[config.mk]
export PLATFORM = sky130hd
export DESIGN_NAME = waveform_table_sample_generator
export DESIGN_NICKNAME = d
export VERILOG_FILES = /design/src/hdl/wtsg_pkg.sv /design/src/hdl/waveform_table_sample_generator.sv /design/src/hdl/wtsg_div.sv /design/src/hdl/wtsg_shape.sv /design/src/hdl/wtsg_search.sv
export SDC_FILE = /design/constraint.sdc
export NUM_CORES = 1
export LEC_CHECK = 0
export ABC_AREA = 1
export BUFFER_PORTS_ARGS = -buffer_cell sky130_fd_sc_hd__clkbuf_2
export CELL_PAD_IN_SITES_DETAIL_PLACEMENT = 1
export CELL_PAD_IN_SITES_GLOBAL_PLACEMENT = 1
export CORE_UTILIZATION = 40
export CTS_CLUSTER_DIAMETER = 100
export DETAILED_ROUTE_END_ITERATION = 16
export PLACE_DENSITY_LB_ADDON = 0.1
export SYNTH_ARGS = -nofsm -noshare
export SYNTH_HDL_FRONTEND = slang
export SYNTH_SLANG_ARGS = --single-unit
[constraint.sdc]
create_clock -name aclk -period 9.8 [get_ports aclk]
set_clock_uncertainty 0.2 [all_clocks]
set_input_delay 0.98 -clock aclk [delete_from_list [all_inputs] [get_ports aclk]]
set_output_delay 0.98 -clock aclk [all_outputs]
set_load 0.01 [all_outputs]
[src/hdl/wtsg_pkg.sv]
// Shared constants, types and the sine threshold table for the waveform sample generator.
package wtsg_pkg;

    // Table and phase sizing
    localparam int MAX_TABLE  = 512;
    localparam int PHASE_BITS = 16;

    // Fixed field widths
    localparam int IDX_W      = 9;
    localparam int SMP_W      = 8;
    localparam int SHAPE_W    = 2;
    localparam int PERIOD_W   = 20;
    localparam int OFFSET_W   = 16;
    localparam int CFG_IDX_W  = 2;
    localparam int CFG_DATA_W = 20;

    // Derived widths
    localparam int LEN_W         = $clog2(MAX_TABLE + 1);
    localparam int CMP_W         = (IDX_W > LEN_W) ? IDX_W : LEN_W;
    localparam int DIV_PER_STAGE = 4;
    localparam int DIV_STAGES    = (PHASE_BITS + DIV_PER_STAGE - 1) / DIV_PER_STAGE;
    localparam int THR_W         = PHASE_BITS - 1;
    localparam int LVL_W         = SMP_W - 1;
    localparam int LVL_N         = 2 ** LVL_W;
    localparam int MUL_W         = PHASE_BITS + SMP_W;

    localparam logic [PHASE_BITS-1:0] PH_HALF    = PHASE_BITS'(2 ** (PHASE_BITS - 1));
    localparam logic [PHASE_BITS-1:0] PH_QUARTER = PHASE_BITS'(2 ** (PHASE_BITS - 2));

    // Register map
    localparam logic [CFG_IDX_W-1:0] REG_WAVE_SHAPE   = CFG_IDX_W'(0);
    localparam logic [CFG_IDX_W-1:0] REG_PERIOD_US    = CFG_IDX_W'(1);
    localparam logic [CFG_IDX_W-1:0] REG_PHASE_OFFSET = CFG_IDX_W'(2);

    localparam logic [PERIOD_W-1:0] PERIOD_RESET = PERIOD_W'(1000);

    typedef enum logic [SHAPE_W-1:0] {
        SHAPE_SINE     = 2'd0,
        SHAPE_SQUARE   = 2'd1,
        SHAPE_TRIANGLE = 2'd2,
        SHAPE_SAW      = 2'd3
    } shape_t;

    // Settings seen by the datapath; the user must keep them static while items are in flight (not enforced)
    typedef struct packed {
        shape_t                shape;
        logic [LEN_W-1:0]      len;
        logic [PHASE_BITS-1:0] off;
    } cfg_t;

    // Item inside the divider
    typedef struct packed {
        logic                  ok;
        logic                  last;
        logic [LEN_W-1:0]      rem;
        logic [PHASE_BITS-1:0] quo;
    } div_item_t;

    // Item after the offset subtract
    typedef struct packed {
        logic                  ok;
        logic                  last;
        logic [PHASE_BITS-1:0] p;
    } phase_item_t;

    // Item through the sine search
    typedef struct packed {
        logic             ok;
        logic             last;
        logic             is_sine;
        logic             neg;
        logic             rnz;
        logic [THR_W-1:0] r;
        logic [SMP_W-1:0] smp;
        logic [LVL_W-1:0] level;
    } wave_item_t;

    // Sine thresholds: entry k is the first quarter-wave phase at which
    // 127.5*sin reaches k. Entry 0 is never looked up.
    localparam real PI         = 3.14159265358979323846;
    localparam real SIN_SCALE  = 255.0 / 2.0;
    localparam real INV_SCALE  = 1.0 / SIN_SCALE;
    localparam real PH_PER_RAD = (2.0 ** PHASE_BITS) / (2.0 * PI);

    typedef logic [LVL_N-1:0][THR_W-1:0] thr_tab_t;

    function automatic thr_tab_t build_sin_thr();
        thr_tab_t tab;
        real      x;
        tab = '0;
        for (int k = 1; k < LVL_N; k++) begin
            x = $asin(real'(k) * INV_SCALE) * PH_PER_RAD;
            tab[k] = THR_W'(longint'($ceil(x)));
        end
        return tab;
    endfunction

    localparam thr_tab_t SIN_THR = build_sin_thr();

endpackage

[src/hdl/waveform_table_sample_generator.sv]
// Top level of the waveform table sample generator: settings, datapath chain, result register.
// Registered stages from accept to result: input check, DIV_STAGES divider stages (4 at the defaults,
// of 4 quotient bits each), phase and fold, LVL_W search stages (7 at the defaults), output.
// Throughput: one item per cycle while m_ready keeps the result moving; every stage has its own valid bit
// and takes a new item whenever it is empty or its successor moves, so bubbles close up under output stall.
// Reset (aresetn low at a clock edge): all valid bits clear, settings return to sine,
// period 1000 us and zero phase offset.
module waveform_table_sample_generator (
    input  logic                             aclk,
    input  logic                             aresetn,

    // Settings write port
    input  logic                             cfg_wr_en,
    input  logic [wtsg_pkg::CFG_IDX_W-1:0]   cfg_wr_idx,
    input  logic [wtsg_pkg::CFG_DATA_W-1:0]  cfg_wr_data,

    // Index in
    input  logic                             s_valid,
    output logic                             s_ready,
    input  logic [wtsg_pkg::IDX_W-1:0]       s_index,

    // Sample out
    output logic                             m_valid,
    input  logic                             m_ready,
    output logic [wtsg_pkg::SMP_W-1:0]       m_sample,
    output logic                             m_last,
    output logic                             m_valid_res
);
    import wtsg_pkg::*;

    // ------------------------------------------------------------------
    // Settings registers
    // ------------------------------------------------------------------
    shape_t                shape_reg;
    logic [PERIOD_W-1:0]   period_reg;
    logic [OFFSET_W-1:0]   offset_reg;

    always_ff @(posedge aclk) begin
        if (!aresetn) begin
            shape_reg  <= SHAPE_SINE;
            period_reg <= PERIOD_RESET;
            offset_reg <= '0;
        end else if (cfg_wr_en) begin
            unique case (cfg_wr_idx)
                REG_WAVE_SHAPE:   shape_reg  <= shape_t'(cfg_wr_data[SHAPE_W-1:0]);
                REG_PERIOD_US:    period_reg <= cfg_wr_data[PERIOD_W-1:0];
                REG_PHASE_OFFSET: offset_reg <= cfg_wr_data[OFFSET_W-1:0];
                default: ;  // unmapped index, write dropped
            endcase
        end
    end

    // Table length: min(period, MAX_TABLE), forced even.
    // Offset is rescaled from 1/65536 turn to PHASE_BITS: off = offset * 2^PHASE_BITS >> 16.
    cfg_t                           cfg;
    logic [LEN_W-1:0]               len_raw;
    logic [OFFSET_W+PHASE_BITS-1:0] off_wide;

    always_comb begin
        len_raw  = (period_reg >= PERIOD_W'(MAX_TABLE)) ? LEN_W'(MAX_TABLE)
                                                        : period_reg[LEN_W-1:0];
        off_wide = {offset_reg, {PHASE_BITS{1'b0}}};

        cfg.shape = shape_reg;
        cfg.len   = {len_raw[LEN_W-1:1], 1'b0};
        cfg.off   = off_wide[OFFSET_W+PHASE_BITS-1:OFFSET_W];
    end

    // ------------------------------------------------------------------
    // Datapath chain: divide -> phase/fold -> sine search
    // ------------------------------------------------------------------
    logic        div_valid;
    logic        div_ready;
    div_item_t   div_item;

    logic        shp_valid;
    logic        shp_ready;
    wave_item_t  shp_item;

    logic        srch_valid;
    logic        srch_ready;
    wave_item_t  srch_item;

    wtsg_div u_div (
        .aclk      (aclk),
        .aresetn   (aresetn),
        .cfg_len   (cfg.len),
        .in_valid  (s_valid),
        .in_ready  (s_ready),
        .in_idx    (s_index),
        .out_valid (div_valid),
        .out_ready (div_ready),
        .out_item  (div_item)
    );

    wtsg_shape u_shape (
        .aclk      (aclk),
        .aresetn   (aresetn),
        .cfg       (cfg),
        .in_valid  (div_valid),
        .in_ready  (div_ready),
        .in_item   (div_item),
        .out_valid (shp_valid),
        .out_ready (shp_ready),
        .out_item  (shp_item)
    );

    wtsg_search u_search (
        .aclk      (aclk),
        .aresetn   (aresetn),
        .in_valid  (shp_valid),
        .in_ready  (shp_ready),
        .in_item   (shp_item),
        .out_valid (srch_valid),
        .out_ready (srch_ready),
        .out_item  (srch_item)
    );

    // ------------------------------------------------------------------
    // Result register
    // Sine: level counts thresholds passed, so the positive half is
    // 128 + floor(127.5*s) and the negative half 128 - ceil(127.5*s);
    // the ceil adds one except at a zero sine.
    // ------------------------------------------------------------------
    logic               m_valid_reg;
    logic [SMP_W-1:0]   sample_reg;
    logic               last_reg;
    logic               valid_res_reg;
    logic               out_rdy;
    logic [SMP_W-1:0]   sample_next;
    logic [SMP_W-1:0]   sine_pos;
    logic [SMP_W-1:0]   sine_neg;

    assign out_rdy    = !m_valid_reg || m_ready;
    assign srch_ready = out_rdy;

    always_comb begin
        sine_pos = SMP_W'(LVL_N) + SMP_W'(srch_item.level);
        sine_neg = SMP_W'(LVL_N) - SMP_W'(srch_item.level) - SMP_W'(srch_item.rnz);
        if (!srch_item.ok) begin
            sample_next = '0;
        end else if (srch_item.is_sine) begin
            sample_next = srch_item.neg ? sine_neg : sine_pos;
        end else begin
            sample_next = srch_item.smp;
        end
    end

    always_ff @(posedge aclk) begin
        if (!aresetn) begin
            m_valid_reg <= 1'b0;
        end else if (out_rdy) begin
            m_valid_reg <= srch_valid;
        end
    end

    always_ff @(posedge aclk) begin
        if (out_rdy && srch_valid) begin
            sample_reg    <= sample_next;
            last_reg      <= srch_item.ok && srch_item.last;
            valid_res_reg <= srch_item.ok;
        end
    end

    assign m_valid     = m_valid_reg;
    assign m_sample    = sample_reg;
    assign m_last      = last_reg;
    assign m_valid_res = valid_res_reg;

    // ------------------------------------------------------------------
    // Assertions
    // ------------------------------------------------------------------

    // Input can only be held off when every stage is full and the result waits.
    a_ready_only_when_full: assert property (@(posedge aclk) disable iff (!aresetn)
        !s_ready |-> (m_valid && !m_ready))
        else $error("s_ready low while the result register can move");

    // An invalid item carries a zero sample and no last flag.
    a_invalid_zero: assert property (@(posedge aclk) disable iff (!aresetn)
        (m_valid && !m_valid_res) |-> (m_sample == '0 && !m_last))
        else $error("invalid item with nonzero sample or last flag");

    // Last only on valid items.
    a_last_valid: assert property (@(posedge aclk) disable iff (!aresetn)
        (m_valid && m_last) |-> m_valid_res)
        else $error("last flag on an invalid item");

    // Reset empties the result register.
    a_reset_clears: assert property (@(posedge aclk)
        !aresetn |=> !m_valid)
        else $error("result valid right after reset");

endmodule

[src/hdl/wtsg_div.sv]
// Input stage and pipelined restoring divider forming index * 2^PHASE_BITS / len.
module wtsg_div (
    input  logic                          aclk,
    input  logic                          aresetn,
    input  logic [wtsg_pkg::LEN_W-1:0]    cfg_len,
    input  logic                          in_valid,
    output logic                          in_ready,
    input  logic [wtsg_pkg::IDX_W-1:0]    in_idx,
    output logic                          out_valid,
    input  logic                          out_ready,
    output wtsg_pkg::div_item_t           out_item
);
    import wtsg_pkg::*;

    localparam int NST = DIV_STAGES + 1;

    div_item_t  st_reg [NST];
    logic       v_reg  [NST];
    logic [NST:0] rdy;

    assign rdy[NST]  = out_ready;
    assign in_ready  = rdy[0];
    assign out_valid = v_reg[NST-1];
    assign out_item  = st_reg[NST-1];

    for (genvar i = 0; i < NST; i++) begin : g_stage
        div_item_t st_next;
        logic      src_v;

        assign rdy[i] = !v_reg[i] || rdy[i+1];

        if (i == 0) begin : g_entry
            logic [CMP_W-1:0] idx_c;
            logic [CMP_W-1:0] len_c;

            assign src_v = in_valid;
            assign idx_c = CMP_W'(in_idx);
            assign len_c = CMP_W'(cfg_len);

            always_comb begin
                st_next.ok   = (len_c != '0) && (idx_c < len_c);
                st_next.last = st_next.ok && (idx_c == len_c - CMP_W'(1));
                st_next.rem  = LEN_W'(in_idx);
                st_next.quo  = '0;
            end
        end else begin : g_step
            assign src_v = v_reg[i-1];

            // DIV_PER_STAGE quotient bits per stage
            always_comb begin
                logic [LEN_W:0] two;
                st_next = st_reg[i-1];
                two     = '0;
                for (int j = 0; j < DIV_PER_STAGE; j++) begin
                    if ((i - 1) * DIV_PER_STAGE + j < PHASE_BITS) begin
                        two = {st_next.rem, 1'b0};
                        if (two >= {1'b0, cfg_len}) begin
                            two = two - {1'b0, cfg_len};
                            st_next.quo = {st_next.quo[PHASE_BITS-2:0], 1'b1};
                        end else begin
                            st_next.quo = {st_next.quo[PHASE_BITS-2:0], 1'b0};
                        end
                        st_next.rem = two[LEN_W-1:0];
                    end
                end
            end
        end

        always_ff @(posedge aclk) begin
            if (!aresetn) begin
                v_reg[i] <= 1'b0;
            end else if (rdy[i]) begin
                v_reg[i] <= src_v;
            end
        end

        always_ff @(posedge aclk) begin
            if (rdy[i] && src_v) begin
                st_reg[i] <= st_next;
            end
        end
    end

endmodule

[src/hdl/wtsg_shape.sv]
// Phase offset subtract, then quarter-wave fold and the square, triangle and sawtooth values.
module wtsg_shape (
    input  logic                  aclk,
    input  logic                  aresetn,
    input  wtsg_pkg::cfg_t        cfg,
    input  logic                  in_valid,
    output logic                  in_ready,
    input  wtsg_pkg::div_item_t   in_item,
    output logic                  out_valid,
    input  logic                  out_ready,
    output wtsg_pkg::wave_item_t  out_item
);
    import wtsg_pkg::*;

    phase_item_t ph_reg;
    phase_item_t ph_next;
    logic        ph_v_reg;
    logic        ph_rdy;

    wave_item_t  fd_reg;
    wave_item_t  fd_next;
    logic        fd_v_reg;
    logic        fd_rdy;

    assign fd_rdy    = !fd_v_reg || out_ready;
    assign ph_rdy    = !ph_v_reg || fd_rdy;
    assign in_ready  = ph_rdy;
    assign out_valid = fd_v_reg;
    assign out_item  = fd_reg;

    // Phase wraps modulo one turn
    always_comb begin
        ph_next.ok   = in_item.ok;
        ph_next.last = in_item.last;
        ph_next.p    = in_item.quo - cfg.off;
    end

    always_comb begin
        logic [PHASE_BITS-1:0] p;
        logic [PHASE_BITS-1:0] tq;
        logic [PHASE_BITS-1:0] h;
        logic [PHASE_BITS-1:0] r_full;
        logic [MUL_W-1:0]      tri_sum;
        logic [MUL_W-1:0]      saw_sum;
        p = ph_reg.p;

        tq      = (p <= PH_HALF) ? p : (PHASE_BITS'(0) - p);
        tri_sum = (MUL_W'(tq) << SMP_W) - MUL_W'(tq) + MUL_W'(PH_HALF >> 1);
        saw_sum = (MUL_W'(p) << SMP_W) - MUL_W'(p) + MUL_W'(PH_HALF);

        h      = {1'b0, p[PHASE_BITS-2:0]};
        r_full = (h <= PH_QUARTER) ? h : (PH_HALF - h);

        fd_next.ok      = ph_reg.ok;
        fd_next.last    = ph_reg.last;
        fd_next.is_sine = (cfg.shape == SHAPE_SINE);
        fd_next.neg     = p[PHASE_BITS-1];
        fd_next.rnz     = (r_full != '0);
        fd_next.r       = r_full[THR_W-1:0];
        fd_next.level   = '0;

        case (cfg.shape)
            SHAPE_SQUARE:   fd_next.smp = (p > PH_HALF) ? '1 : '0;
            SHAPE_TRIANGLE: fd_next.smp = tri_sum[PHASE_BITS-1 +: SMP_W];
            SHAPE_SAW:      fd_next.smp = saw_sum[PHASE_BITS +: SMP_W];
            default:        fd_next.smp = '0;
        endcase
    end

    always_ff @(posedge aclk) begin
        if (!aresetn) begin
            ph_v_reg <= 1'b0;
            fd_v_reg <= 1'b0;
        end else begin
            if (ph_rdy) begin
                ph_v_reg <= in_valid;
            end
            if (fd_rdy) begin
                fd_v_reg <= ph_v_reg;
            end
        end
    end

    always_ff @(posedge aclk) begin
        if (ph_rdy && in_valid) begin
            ph_reg <= ph_next;
        end
        if (fd_rdy && ph_v_reg) begin
            fd_reg <= fd_next;
        end
    end

endmodule

[src/hdl/wtsg_search.sv]
// Pipelined binary search of the sine threshold table, one level bit per stage.
module wtsg_search (
    input  logic                  aclk,
    input  logic                  aresetn,
    input  logic                  in_valid,
    output logic                  in_ready,
    input  wtsg_pkg::wave_item_t  in_item,
    output logic                  out_valid,
    input  logic                  out_ready,
    output wtsg_pkg::wave_item_t  out_item
);
    import wtsg_pkg::*;

    wave_item_t   st_reg [LVL_W];
    logic         v_reg  [LVL_W];
    logic [LVL_W:0] rdy;

    assign rdy[LVL_W] = out_ready;
    assign in_ready   = rdy[0];
    assign out_valid  = v_reg[LVL_W-1];
    assign out_item   = st_reg[LVL_W-1];

    for (genvar s = 0; s < LVL_W; s++) begin : g_stage
        localparam int B = LVL_W - 1 - s;

        wave_item_t       src;
        wave_item_t       st_next;
        logic             src_v;
        logic [LVL_W-1:0] cand;

        assign rdy[s] = !v_reg[s] || rdy[s+1];

        if (s == 0) begin : g_first
            assign src   = in_item;
            assign src_v = in_valid;
        end else begin : g_rest
            assign src   = st_reg[s-1];
            assign src_v = v_reg[s-1];
        end

        always_comb begin
            cand    = src.level;
            cand[B] = 1'b1;
            st_next = src;
            if (src.r >= SIN_THR[cand]) begin
                st_next.level = cand;
            end
        end

        always_ff @(posedge aclk) begin
            if (!aresetn) begin
                v_reg[s] <= 1'b0;
            end else if (rdy[s]) begin
                v_reg[s] <= src_v;
            end
        end

        always_ff @(posedge aclk) begin
            if (rdy[s] && src_v) begin
                st_reg[s] <= st_next;
            end
        end
    end

endmodule

==> reports/summary.log, run 1 <==
INFO  critical_path  crit_path_start=period_reg[12]
INFO  global_route   grt_antenna_before_repair=2
INFO  placement      globalplace.congestion=0.924
INFO  critical_path  cp.arrival=9.07ns
INFO  yosys          post_synthesis_sequential_element_count=403
INFO  drt            remaining_antenna_violation_count=0
INFO  critical_path  critical_path.max_fanout=18
INFO  die            boundaryPins=48
INFO  cts            tritoncts_sink_count=403
INFO  cts            cts_htree_levels=2
INFO  timing         grt_setup_unrepaired=false
INFO  critical_path  worst-path-buf-inv=7
INFO  final_layout   drive_gt1_share=7.26%
INFO  yosys          netlist_area=0.0280mm2
INFO  critical_path  reg2reg_to=u_div.st_reg[0][79]
INFO  critical_path  timing.critical_path.slowest_cell_delay=0.37ns
INFO  die            die_area=0.0710mm2
INFO  drt            detail_route.first_pass.iterations=4
INFO  global_route   overall_track_demand_over_capacity_in_global_routing=23.9%
INFO  drt            vias_post_dr=22.9k
INFO  yosys          post-synth-top-area-fraction=38.7%
INFO  timing         report.final.hold_viol_count=0
INFO  critical_path  data_required_time_of_the_worst_path=9.93ns
INFO  placement      dpl_hpwl=66300um
INFO  cts            cts_buffers=44
INFO  timing         setup-tns-final=0ns
INFO  die            core_region_area=0.0689mm2
INFO  status         outcome=complete, no violations
INFO  timing         max_clock_freq=0.112GHz
INFO  timing         worst_slew_pin_slew=1.16ns
INFO  timing         report.final.setup_viol=0
INFO  timing         max_slew_margin=22.2%
INFO  critical_path  worst-setup-path-type=flip-flop to flip-flop
INFO  critical_path  timing.reg2reg.worst_path_depth=50
INFO  min_path       worst_hold_startpoint=u_search.st_reg[3][7]
INFO  cts            insertion_delay=0.58ns
INFO  final_layout   antenna-diode-count=0
INFO  yosys          synth_edf_count=361
INFO  yosys          top_area_cells_in_the_synthesized_netlist=sky130_fd_sc_hd__edfxtp_1 39%, sky130_fd_sc_hd__ha_1 14%, sky130_fd_sc_hd__nand2_1 9.4%
INFO  critical_path  critical-path-top-cell-by-count=sky130_fd_sc_hd__nand2_1
INFO  drt            via_per_inst=5.37
INFO  global_route   overflow_after_grt=0
INFO  timing         drv_slew=0
INFO  final_layout   layout_fillers=8199
INFO  min_path       terminating_pin_of_the_worst_hold_path=u_search.st_reg[4][7]
INFO  critical_path  setup.reg_to_reg.worst_slack=0.85ns
INFO  global_route   grt_start_max_net_pins=49
INFO  critical_path  cpMaxStageDelayCell=sky130_fd_sc_hd__ha_1
INFO  final_layout   layout-area-overhead-vs-synth=9.78%
INFO  final_layout   flip_flop_count_of_the_largest_register_after_layout=209
INFO  yosys          cell_taking_the_most_area_after_synthesis=sky130_fd_sc_hd__edfxtp_1
INFO  cts            cts_tree=built
INFO  global_route   grt_first_pass_wirelength=133000um
INFO  die            std_cell_rows=96
INFO  timing         layout_min_cycle_time=8.95ns
INFO  yosys          commonest_cells_post_synth=702 x sky130_fd_sc_hd__nand2_1, 361 x sky130_fd_sc_hd__edfxtp_1, 357 x sky130_fd_sc_hd__inv_1
INFO  die            chipHeight=266um
INFO  critical_path  startpoint_type=flip-flop
INFO  yosys          main_flop_type_after_synthesis=sky130_fd_sc_hd__edfxtp_1
INFO  drt            drt_first_iter_violations=1077
INFO  yosys          syn_inst=3237
INFO  die            floorplan.die.width=266um
INFO  drt            route.final.wire_length=84000um
INFO  placement      port_buffers=47
INFO  yosys          syn-num-nets=3592
INFO  global_route   number_of_global_route_vias_before_repair=24.2k
INFO  final_layout   nNetsFinal=3653
INFO  cts            clk_root_buffer_cell=sky130_fd_sc_hd__clkbuf_16
INFO  critical_path  largest_delay_share_family_worst_path=simple AND/OR/NAND/NOR gates
INFO  die            starting_density_of_the_core=40.6%
INFO  min_path       hp-class=flip-flop to flip-flop
INFO  yosys          synthArstFlopShare=0%
INFO  yosys          yosysMostFrequentCell=sky130_fd_sc_hd__nand2_1
INFO  yosys          post_synth.cell_area_avg=8.64um2
INFO  yosys          sequential_share_of_the_synthesized_area=41.7%
INFO  timing         crit_share_post_route=91.3%
INFO  yosys          ys_warn_count=0
INFO  cts            clock_tree.buffer_depth=3
INFO  critical_path  r2r-start=period_reg[12]
INFO  flow_run       maxCapViolCount=0
INFO  drt            drt_drc_violations_left=0
INFO  drt            detail_route.wl_per_cell=19.7um
INFO  critical_path  end_kind=flip-flop
INFO  yosys          netlist-cell-type-count=65
INFO  cts            clk_pin_slew_worst_paths=0.07ns
INFO  min_path       holdPathStages=0
[repair_timing]
| action | 4_1_cts | 5_1_grt |
|---|---|---|
| resized for setup | 0 | 3 |
| hold endpoints to repair | 0 | 0 |
| hold buffers | 0 | 0 |
| setup endpoints to repair | 0 | 9 |
| setup buffers | 0 | 0 |
[area by class of cell]
cell class | instances | area, um2 | share of cell area [%]
Clock inverter | 28 | 208 | 0.676
Multi-Input combinational cell | 2404 | 14600 | 47.7
Tap cell | 931 | 1160 | 3.79
Sequential cell | 403 | 11700 | 38.0
Clock buffer | 52 | 1190 | 3.89
Inverter | 374 | 1410 | 4.58
Timing Repair Buffer | 71 | 423 | 1.38
[worst reg2reg max path, delay by kind of cell (launching register included)]
family	cells	cell delay [ns]
buffers and inverters	7	1.24
adders and majority gates	4	1.43
DFF	1	0.34
AOI/OAI and AO/OA	11	1.89
and+or+nand+nor	28	3.61
[logic make-up (layout without fill, tap and decap cells)]
| group | after synthesis | after routing | share of synthesized area, % |
|---|---|---|---|
| buffers and inverters | 430 | 525 | 6.02 |
| AND/OR/NAND/NOR | 1344 | 1344 | 21.1 |
| flip-flops | 403 | 403 | 41.7 |
| XOR/XNOR | 124 | 124 | 3.88 |
| AO/OA/AOI/OAI | 617 | 617 | 12.8 |
| adder cells (fa/ha/maj) | 319 | 319 | 14.4 |
[per-stage QoR]
step / setup WS, ns / instance area, um2 / hold WS (ns) / instances / utilization, %
6_report: 0.852 / 30700 / 0.210 / 4263 / 44.6
5_1_grt: 0.00542 / 30700 / 0.222 / 4263 / 44.6
4_1_cts: 0.684 / 30700 / 0.215 / 4263 / 44.5
3_5_place_dp: 0.682 / 29300 / 0.205 / 4183 / 42.5
3_3_place_gp: 1.07 / 29300 / 0.201 / 4183 / 42.5
2_1_floorplan: 1.98 / 28000 / 0.200 / 3237 / -
[routing by layer]
metal  up-vias  global-route usage, %  part of all wire, %
met4         4                   6.65                  2.8
met5         -                      0                0.040
met3       127                   2.48                  2.6
met2       319                   42.5                   49
met1     11200                   30.7                   46
li1      11300                      -                    -
[worst max path at each step]
stage / cells after the start / endpoint
finish: 50 / u_div.st_reg[0][79]
global route: 51 / u_div.st_reg[0][79]
CTS: 50 / u_div.st_reg[0][79]
detailed placement: 50 / u_div.st_reg[0][74]
global placement: 49 / u_div.st_reg[0][79]
floorplan: 50 / u_div.st_reg[0][76]
[layout by cell type (no fill, tap or decap), types with 39 or more instances in the layout]
cell	n
sky130_fd_sc_hd__nand2_1	702
sky130_fd_sc_hd__edfxtp_1	361
sky130_fd_sc_hd__nor2_1	271
sky130_fd_sc_hd__inv_1	356
sky130_fd_sc_hd__dfxtp_1	42
sky130_fd_sc_hd__xor2_1	69
sky130_fd_sc_hd__clkbuf_16	47
sky130_fd_sc_hd__a21oi_1	218
sky130_fd_sc_hd__nand4_1	44
sky130_fd_sc_hd__ha_1	313
sky130_fd_sc_hd__o21ai_0	202
sky130_fd_sc_hd__nor3_1	39
sky130_fd_sc_hd__xnor2_1	55
sky130_fd_sc_hd__nand3_1	178
sky130_fd_sc_hd__clkbuf_2	47
Power of run 1 is left out: the tool's default activity adds up to more than one toggle a clock period on the data nets, which glitch-free logic cannot reach.
==> run 2, diff against run 1 <==
==> constraint.sdc (replaced) <==
create_clock -name aclk -period 8.8 [get_ports aclk]
set_clock_uncertainty 0.2 [all_clocks]
set_input_delay 0.44 -clock aclk [delete_from_list [all_inputs] [get_ports aclk]]
set_output_delay 0.44 -clock aclk [all_outputs]
set_load 0.01 [all_outputs]
==> reports/summary.log, run 2 (synthesis results as in run 1) <==
INFO  drt            detail_route.first_pass.iterations=5 [was 4]
INFO  die            chipHeight=266um [unchanged]
INFO  placement      port_buffers=47 [unchanged]
INFO  global_route   grt_first_pass_wirelength=134000um [was 133000 um]
INFO  placement      globalplace.congestion=0.956 [was 0.924]
INFO  critical_path  timing.critical_path.slowest_cell_delay=0.39ns [was 0.37 ns]
INFO  die            boundaryPins=48 [unchanged]
INFO  status         outcome=complete, no violations [unchanged]
INFO  cts            clk_pin_slew_worst_paths=0.06ns [was 0.07 ns]
INFO  die            std_cell_rows=96 [unchanged]
INFO  final_layout   fin_area=0.0313mm2 [was 0.0307 mm2]
INFO  global_route   number_of_global_route_vias_before_repair=24.1k [was 24.2k]
INFO  timing         report.final.setup_viol=0 [unchanged]
INFO  timing         drv_slew=0 [unchanged]
INFO  placement      dpl_worst_slack=-0.173ns [was 0.682 ns]
INFO  cts            cts_tree=built [unchanged]
INFO  global_route   grt_antenna_before_repair=3 [was 2]
INFO  drt            vias_post_dr=23.2k [was 22.9k]
INFO  global_route   overall_track_demand_over_capacity_in_global_routing=24.0% [was 23.9%]
INFO  die            core_region_area=0.0689mm2 [unchanged]
INFO  drt            detail_route.wl_per_cell=19.8um [was 19.7 um]
INFO  timing         report.final.hold_viol_count=0 [unchanged]
INFO  cts            cts_buffers=45 [was 44]
INFO  die            floorplan.die.width=266um [unchanged]
INFO  final_layout   antenna-diode-count=0 [unchanged]
INFO  final_layout   nNetsFinal=3698 [was 3653]
INFO  drt            remaining_antenna_violation_count=0 [unchanged]
INFO  critical_path  critical-path-top-cell-by-count=sky130_fd_sc_hd__nand2_1 [unchanged]
INFO  final_layout   layout-area-overhead-vs-synth=12.0% [was 9.78%]
INFO  final_layout   layout_fillers=8091 [was 8199]
INFO  timing         worst_slew_pin_slew=1.09ns [was 1.16 ns]
INFO  drt            drt_first_iter_violations=1037 [was 1077]
INFO  drt            route.final.wire_length=85200um [was 84000 um]
INFO  cts            clk_root_buffer_cell=sky130_fd_sc_hd__clkbuf_16 [unchanged]
INFO  critical_path  worst-setup-path-type=flip-flop to flip-flop [unchanged]
INFO  global_route   grt_start_max_net_pins=49 [unchanged]
INFO  timing         crit_share_post_route=92.9% [was 91.3%]
INFO  critical_path  startpoint_type=flip-flop [unchanged]
INFO  drt            drt_drc_violations_left=0 [unchanged]
INFO  die            die_area=0.0710mm2 [unchanged]
INFO  critical_path  critical_path.max_fanout=10 [was 18]
INFO  die            starting_density_of_the_core=40.6% [unchanged]
INFO  critical_path  cpMaxStageDelayCell=sky130_fd_sc_hd__ha_1 [unchanged]
INFO  final_layout   drive_gt1_share=8.32% [was 7.26%]
INFO  timing         final.setup.worst_slack=0.628ns [was 0.852 ns]
INFO  drt            via_per_inst=5.37 [about the same]
INFO  placement      dpl_hpwl=66700um [was 66300 um]
INFO  placement      dpl-instance-area=0.0294mm2 [was 0.0293 mm2]
INFO  final_layout   final_common_cell=sky130_fd_sc_hd__nand2_1 [unchanged]
INFO  timing         max_slew_margin=27.4% [was 22.2%]
INFO  timing         max_clock_freq=0.122GHz [was 0.112 GHz]
INFO  final_layout   flip_flop_count_of_the_largest_register_after_layout=209 [unchanged]
INFO  cts            tritoncts_sink_count=403 [unchanged]
INFO  final_layout   mostFrequentLayoutCells=699 x sky130_fd_sc_hd__nand2_1, 361 x sky130_fd_sc_hd__edfxtp_1, 357 x sky130_fd_sc_hd__inv_1 [was 702 x sky130_fd_sc_hd__nand2_1, 361 x sky130_fd_sc_hd__edfxtp_1, 356 x sky130_fd_sc_hd__inv_1]
INFO  timing         layout_min_cycle_time=8.17ns [was 8.95 ns]
INFO  final_layout   final_core_utilization=45.5% [was 44.6%]
INFO  cts            insertion_delay=0.58ns [about the same]
INFO  critical_path  cp.arrival=8.41ns [was 9.07 ns]
INFO  cts            cts_htree_levels=2 [unchanged]
INFO  critical_path  data_required_time_of_the_worst_path=9.04ns [was 9.93 ns]
INFO  global_route   overflow_after_grt=0 [unchanged]
INFO  flow_run       maxCapViolCount=0 [unchanged]
INFO  cts            clock_tree.buffer_depth=3 [unchanged]
INFO  critical_path  end_kind=flip-flop [unchanged]
INFO  min_path       hp-class=input pin to flip-flop [was flip-flop to flip-flop]
==> run 2: path summary, 6_finish.rpt <==
| kind | slack [ns] | to | cells after the start | from |
|---|---|---|---|---|
| worst max register to register | 0.63 | u_div.st_reg[0][103] | 48 | period_reg[13] |
| worst max-delay path | 0.63 | u_div.st_reg[0][103] | 48 | period_reg[13] |
| worst min-delay path | 0.02 | period_reg[19] | 3 | cfg_wr_data[19] |
| worst min register to register | 0.21 | u_shape.out_item[33] | 0 | u_shape.fd_next[33] |
==> run 2: area by class of cell <==
| type | count | area, um2 | area share [%] |
|---|---|---|---|
| clock inverters | 26 | 294 | 0.938 |
| inverters | 374 | 1410 | 4.49 |
| clock buffers | 56 | 1230 | 3.93 |
| well taps | 931 | 1160 | 3.72 |
| multi-input cells | 2405 | 14800 | 47.2 |
| flip-flops and latches | 403 | 11700 | 37.3 |
| repair buffers | 114 | 786 | 2.51 |
==> run 2: what timing repair did <==
action	in CTS	in global routing
buffers inserted	1	13
gates resized for setup	6	32
hold buffers	20	0
pin swaps	1	5
setup endpoints to repair	10	31
gates cloned	0	1
hold endpoints to repair	24	0
==> run 2: layer usage <==
metal  GRT usage [%]  part of all wire (%)  vias to the layer above
met5               0                 0.036                        -
met4            7.47                   3.0                        6
met3            2.58                   3.1                      143
met2            42.2                    49                      394
met1            30.8                    45                    11200
li1                -                     -                    11400
==> run 2: stage by stage <==
stage	TNS [ns]	hold slack (ns)	std cells
after floorplan	0	0.200	3237
after global placement	-0.913	0.202	4192
after detailed placement	-1.33	0.205	4192
after CTS	0	0.00483	4295
after global routing	-0.304	0.0136	4309
final	0	0.0154	4309
==> run 2: critical path: cells and delay by family, from the launching register on <==
| family | cells | cell delay, ns |
|---|---|---|
| fa+ha+maj | 4 | 1.45 |
| compound gates | 9 | 1.63 |
| simple gates | 26 | 3.26 |
| buf+inv | 9 | 1.18 |
| flops | 1 | 0.31 |
Power of run 2 is left out for the same reason.
==> run 3, diff against run 2 <==
CORE_UTILIZATION = 50   (was 40)
==> reports/summary.log, run 3 (synthesis results as in run 1) <==
INFO  placement      dpl_hpwl=68000um [was 66700 um]
INFO  die            floorplan.die.width=239um [was 266 um]
INFO  timing         report.final.setup_viol=0 [unchanged]
INFO  global_route   grt_start_max_net_pins=49 [unchanged]
INFO  drt            drt_drc_violations_left=0 [unchanged]
INFO  timing         worst_slew_pin_slew=1.14ns [was 1.09 ns]
INFO  final_layout   drive_gt1_share=8.37% [was 8.32%]
INFO  cts            clk_pin_slew_worst_paths=0.06ns [about the same]
INFO  timing         report.final.hold_viol_count=0 [unchanged]
INFO  timing         drv_slew=0 [unchanged]
INFO  final_layout   final_core_utilization=56.4% [was 45.5%]
INFO  drt            route.final.wire_length=87200um [was 85200 um]
INFO  critical_path  cpMaxStageDelayCell=sky130_fd_sc_hd__ha_1 [unchanged]
INFO  die            chipHeight=239um [was 266 um]
INFO  critical_path  worst-setup-path-type=flip-flop to flip-flop [unchanged]
INFO  timing         hold_ws=0.0321ns [was 0.0154 ns]
INFO  min_path       holdPathStages=3 [unchanged]
INFO  cts            clock_tree.buffer_depth=3 [unchanged]
INFO  final_layout   layout-area-overhead-vs-synth=11.3% [was 12.0%]
INFO  critical_path  startpoint_type=flip-flop [unchanged]
INFO  timing         crit_share_post_route=93.0% [was 92.9%]
INFO  critical_path  worst-path-buf-inv=7 [was 9]
INFO  placement      port_buffers=47 [unchanged]
INFO  drt            via_per_inst=5.77 [was 5.37]
INFO  global_route   number_of_global_route_vias_before_repair=25.2k [was 24.1k]
INFO  cts            cts_tree=built [unchanged]
INFO  timing         max_slew_margin=23.9% [was 27.4%]
INFO  drt            remaining_antenna_violation_count=0 [unchanged]
INFO  die            starting_density_of_the_core=50.7% [was 40.6%]
INFO  timing         setup-tns-final=0ns [unchanged]
INFO  global_route   overflow_after_grt=0 [unchanged]
INFO  final_layout   stdcell_count=4133 [was 4309]
INFO  global_route   grt_first_pass_wirelength=137000um [was 134000 um]
INFO  cts            insertion_delay=0.58ns [about the same]
INFO  flow_run       maxCapViolCount=0 [unchanged]
INFO  critical_path  timing.critical_path.depth=49 [was 48]
INFO  drt            drt_first_iter_violations=1311 [was 1037]
INFO  critical_path  end_kind=flip-flop [unchanged]
INFO  cts            tritoncts_sink_count=403 [unchanged]
INFO  final_layout   nNetsFinal=3704 [was 3698]
INFO  drt            detail_route.first_pass.iterations=5 [unchanged]
INFO  global_route   overall_track_demand_over_capacity_in_global_routing=30.8% [was 24.0%]
INFO  critical_path  cp.arrival=8.43ns [was 8.41 ns]
INFO  critical_path  timing.critical_path.slowest_cell_delay=0.37ns [was 0.39 ns]
INFO  final_layout   mostFrequentLayoutCells=698 x sky130_fd_sc_hd__nand2_1, 361 x sky130_fd_sc_hd__edfxtp_1, 354 x sky130_fd_sc_hd__inv_1 [was 699 x sky130_fd_sc_hd__nand2_1, 361 x sky130_fd_sc_hd__edfxtp_1, 357 x sky130_fd_sc_hd__inv_1]
INFO  die            core_region_area=0.0552mm2 [was 0.0689 mm2]
INFO  min_path       hp-class=input pin to flip-flop [unchanged]
INFO  timing         max_clock_freq=0.122GHz [about the same]
INFO  die            std_cell_rows=86 [was 96]
INFO  critical_path  timing.reg2reg.worst_path_depth=49 [was 48]
INFO  critical_path  largest_delay_share_family_worst_path=simple AND/OR/NAND/NOR gates [unchanged]
INFO  critical_path  setup.reg_to_reg.worst_slack=0.61ns [was 0.63 ns]
INFO  status         outcome=complete, no violations [unchanged]
INFO  critical_path  critical-path-top-cell-by-count=sky130_fd_sc_hd__nand2_1 [unchanged]
INFO  cts            clk_root_buffer_cell=sky130_fd_sc_hd__clkbuf_16 [unchanged]
INFO  die            die_area=0.0569mm2 [was 0.0710 mm2]
INFO  global_route   grt_antenna_before_repair=3 [unchanged]
INFO  die            boundaryPins=48 [unchanged]
INFO  drt            detail_route.wl_per_cell=21.1um [was 19.8 um]
INFO  final_layout   layout_fillers=6576 [was 8091]
INFO  final_layout   flip_flop_count_of_the_largest_register_after_layout=209 [unchanged]
INFO  timing         grt_setup_unrepaired=true
INFO  cts            cts_buffers=44 [was 45]
INFO  timing         layout_min_cycle_time=8.19ns [was 8.17 ns]
INFO  final_layout   final_common_cell=sky130_fd_sc_hd__nand2_1 [unchanged]
INFO  critical_path  data_required_time_of_the_worst_path=9.04ns [about the same]
INFO  critical_path  critical_path.max_fanout=18 [was 10]
INFO  placement      dpl.cell_count=4007 [was 4192]
INFO  placement      globalplace.congestion=0.942 [was 0.956]
INFO  cts            cts_htree_levels=2 [unchanged]
INFO  drt            vias_post_dr=23.8k [was 23.2k]
run 3: cell count changes in the layout (fill, tap and decap cells not counted), sizes merged:
cell and change:
bufinv -2, clkbuf +2, clkinv -5, clkinvlp +3, diode +2, dlygate4sd3 +7
run 3: layer usage:
layer,share of wire [%],track usage (%),vias up,wire [um]
li1,-,-,11400,-
met5,0.015,0,-,13
met3,3.5,3.22,196,3080
met4,4.1,11.6,2,3540
met1,41,37.2,11700,36000
met2,51,56.2,554,44500
run 3: cell type report:
cell class	instances	area (um2)	area share [%]
tap	748	936	3.01
clock buffer	58	1240	3.97
sequential	403	11700	37.5
timing repair buffer	121	866	2.78
clock inverter	22	238	0.764
antenna	2	5.00	0.0161
inverter	374	1410	4.53
multi-input combinational	2405	14800	47.4
run 3: worst paths after layout:
check / start / endpoint
setup / recovery: period_reg[13] / u_div.st_reg[0][81]
hold / removal: s_valid / u_div.v_reg[0]
setup reg to reg: period_reg[13] / u_div.st_reg[0][81]
hold reg to reg: u_search.st_reg[0][12] / u_search.st_reg[1][12]
run 3: per-stage QoR:
stage | setup WS (ns) | instance area, um2
5_1_grt | -0.0335 | 31100
4_1_cts | 0.00583 | 30900
3_5_place_dp | -0.261 | 29100
3_3_place_gp | -0.0531 | 29100
6_report | 0.613 | 31100
2_1_floorplan | 0.983 | 28000
run 3: timing repair:
| item | CTS | global route |
|---|---|---|
| endpoints found under the hold margin | 31 | 0 |
| resized for setup | 9 | 28 |
| hold buffers | 27 | 0 |
| setup endpoints to repair | 10 | 31 |
| pin swaps | 0 | 5 |
| buffers inserted | 2 | 14 |
| cloned | 0 | 1 |
run 3: worst register-to-register path, delay by kind of cell (launching register included):
kind | cells | cell delay [ns]
AOI/OAI and AO/OA | 6 | 1.22
buffers and inverters | 7 | 0.81
adders and majority gates | 4 | 1.39
and+or+nand+nor | 32 | 4.07
DFF | 1 | 0.32
Power of run 3 is left out for the same reason.
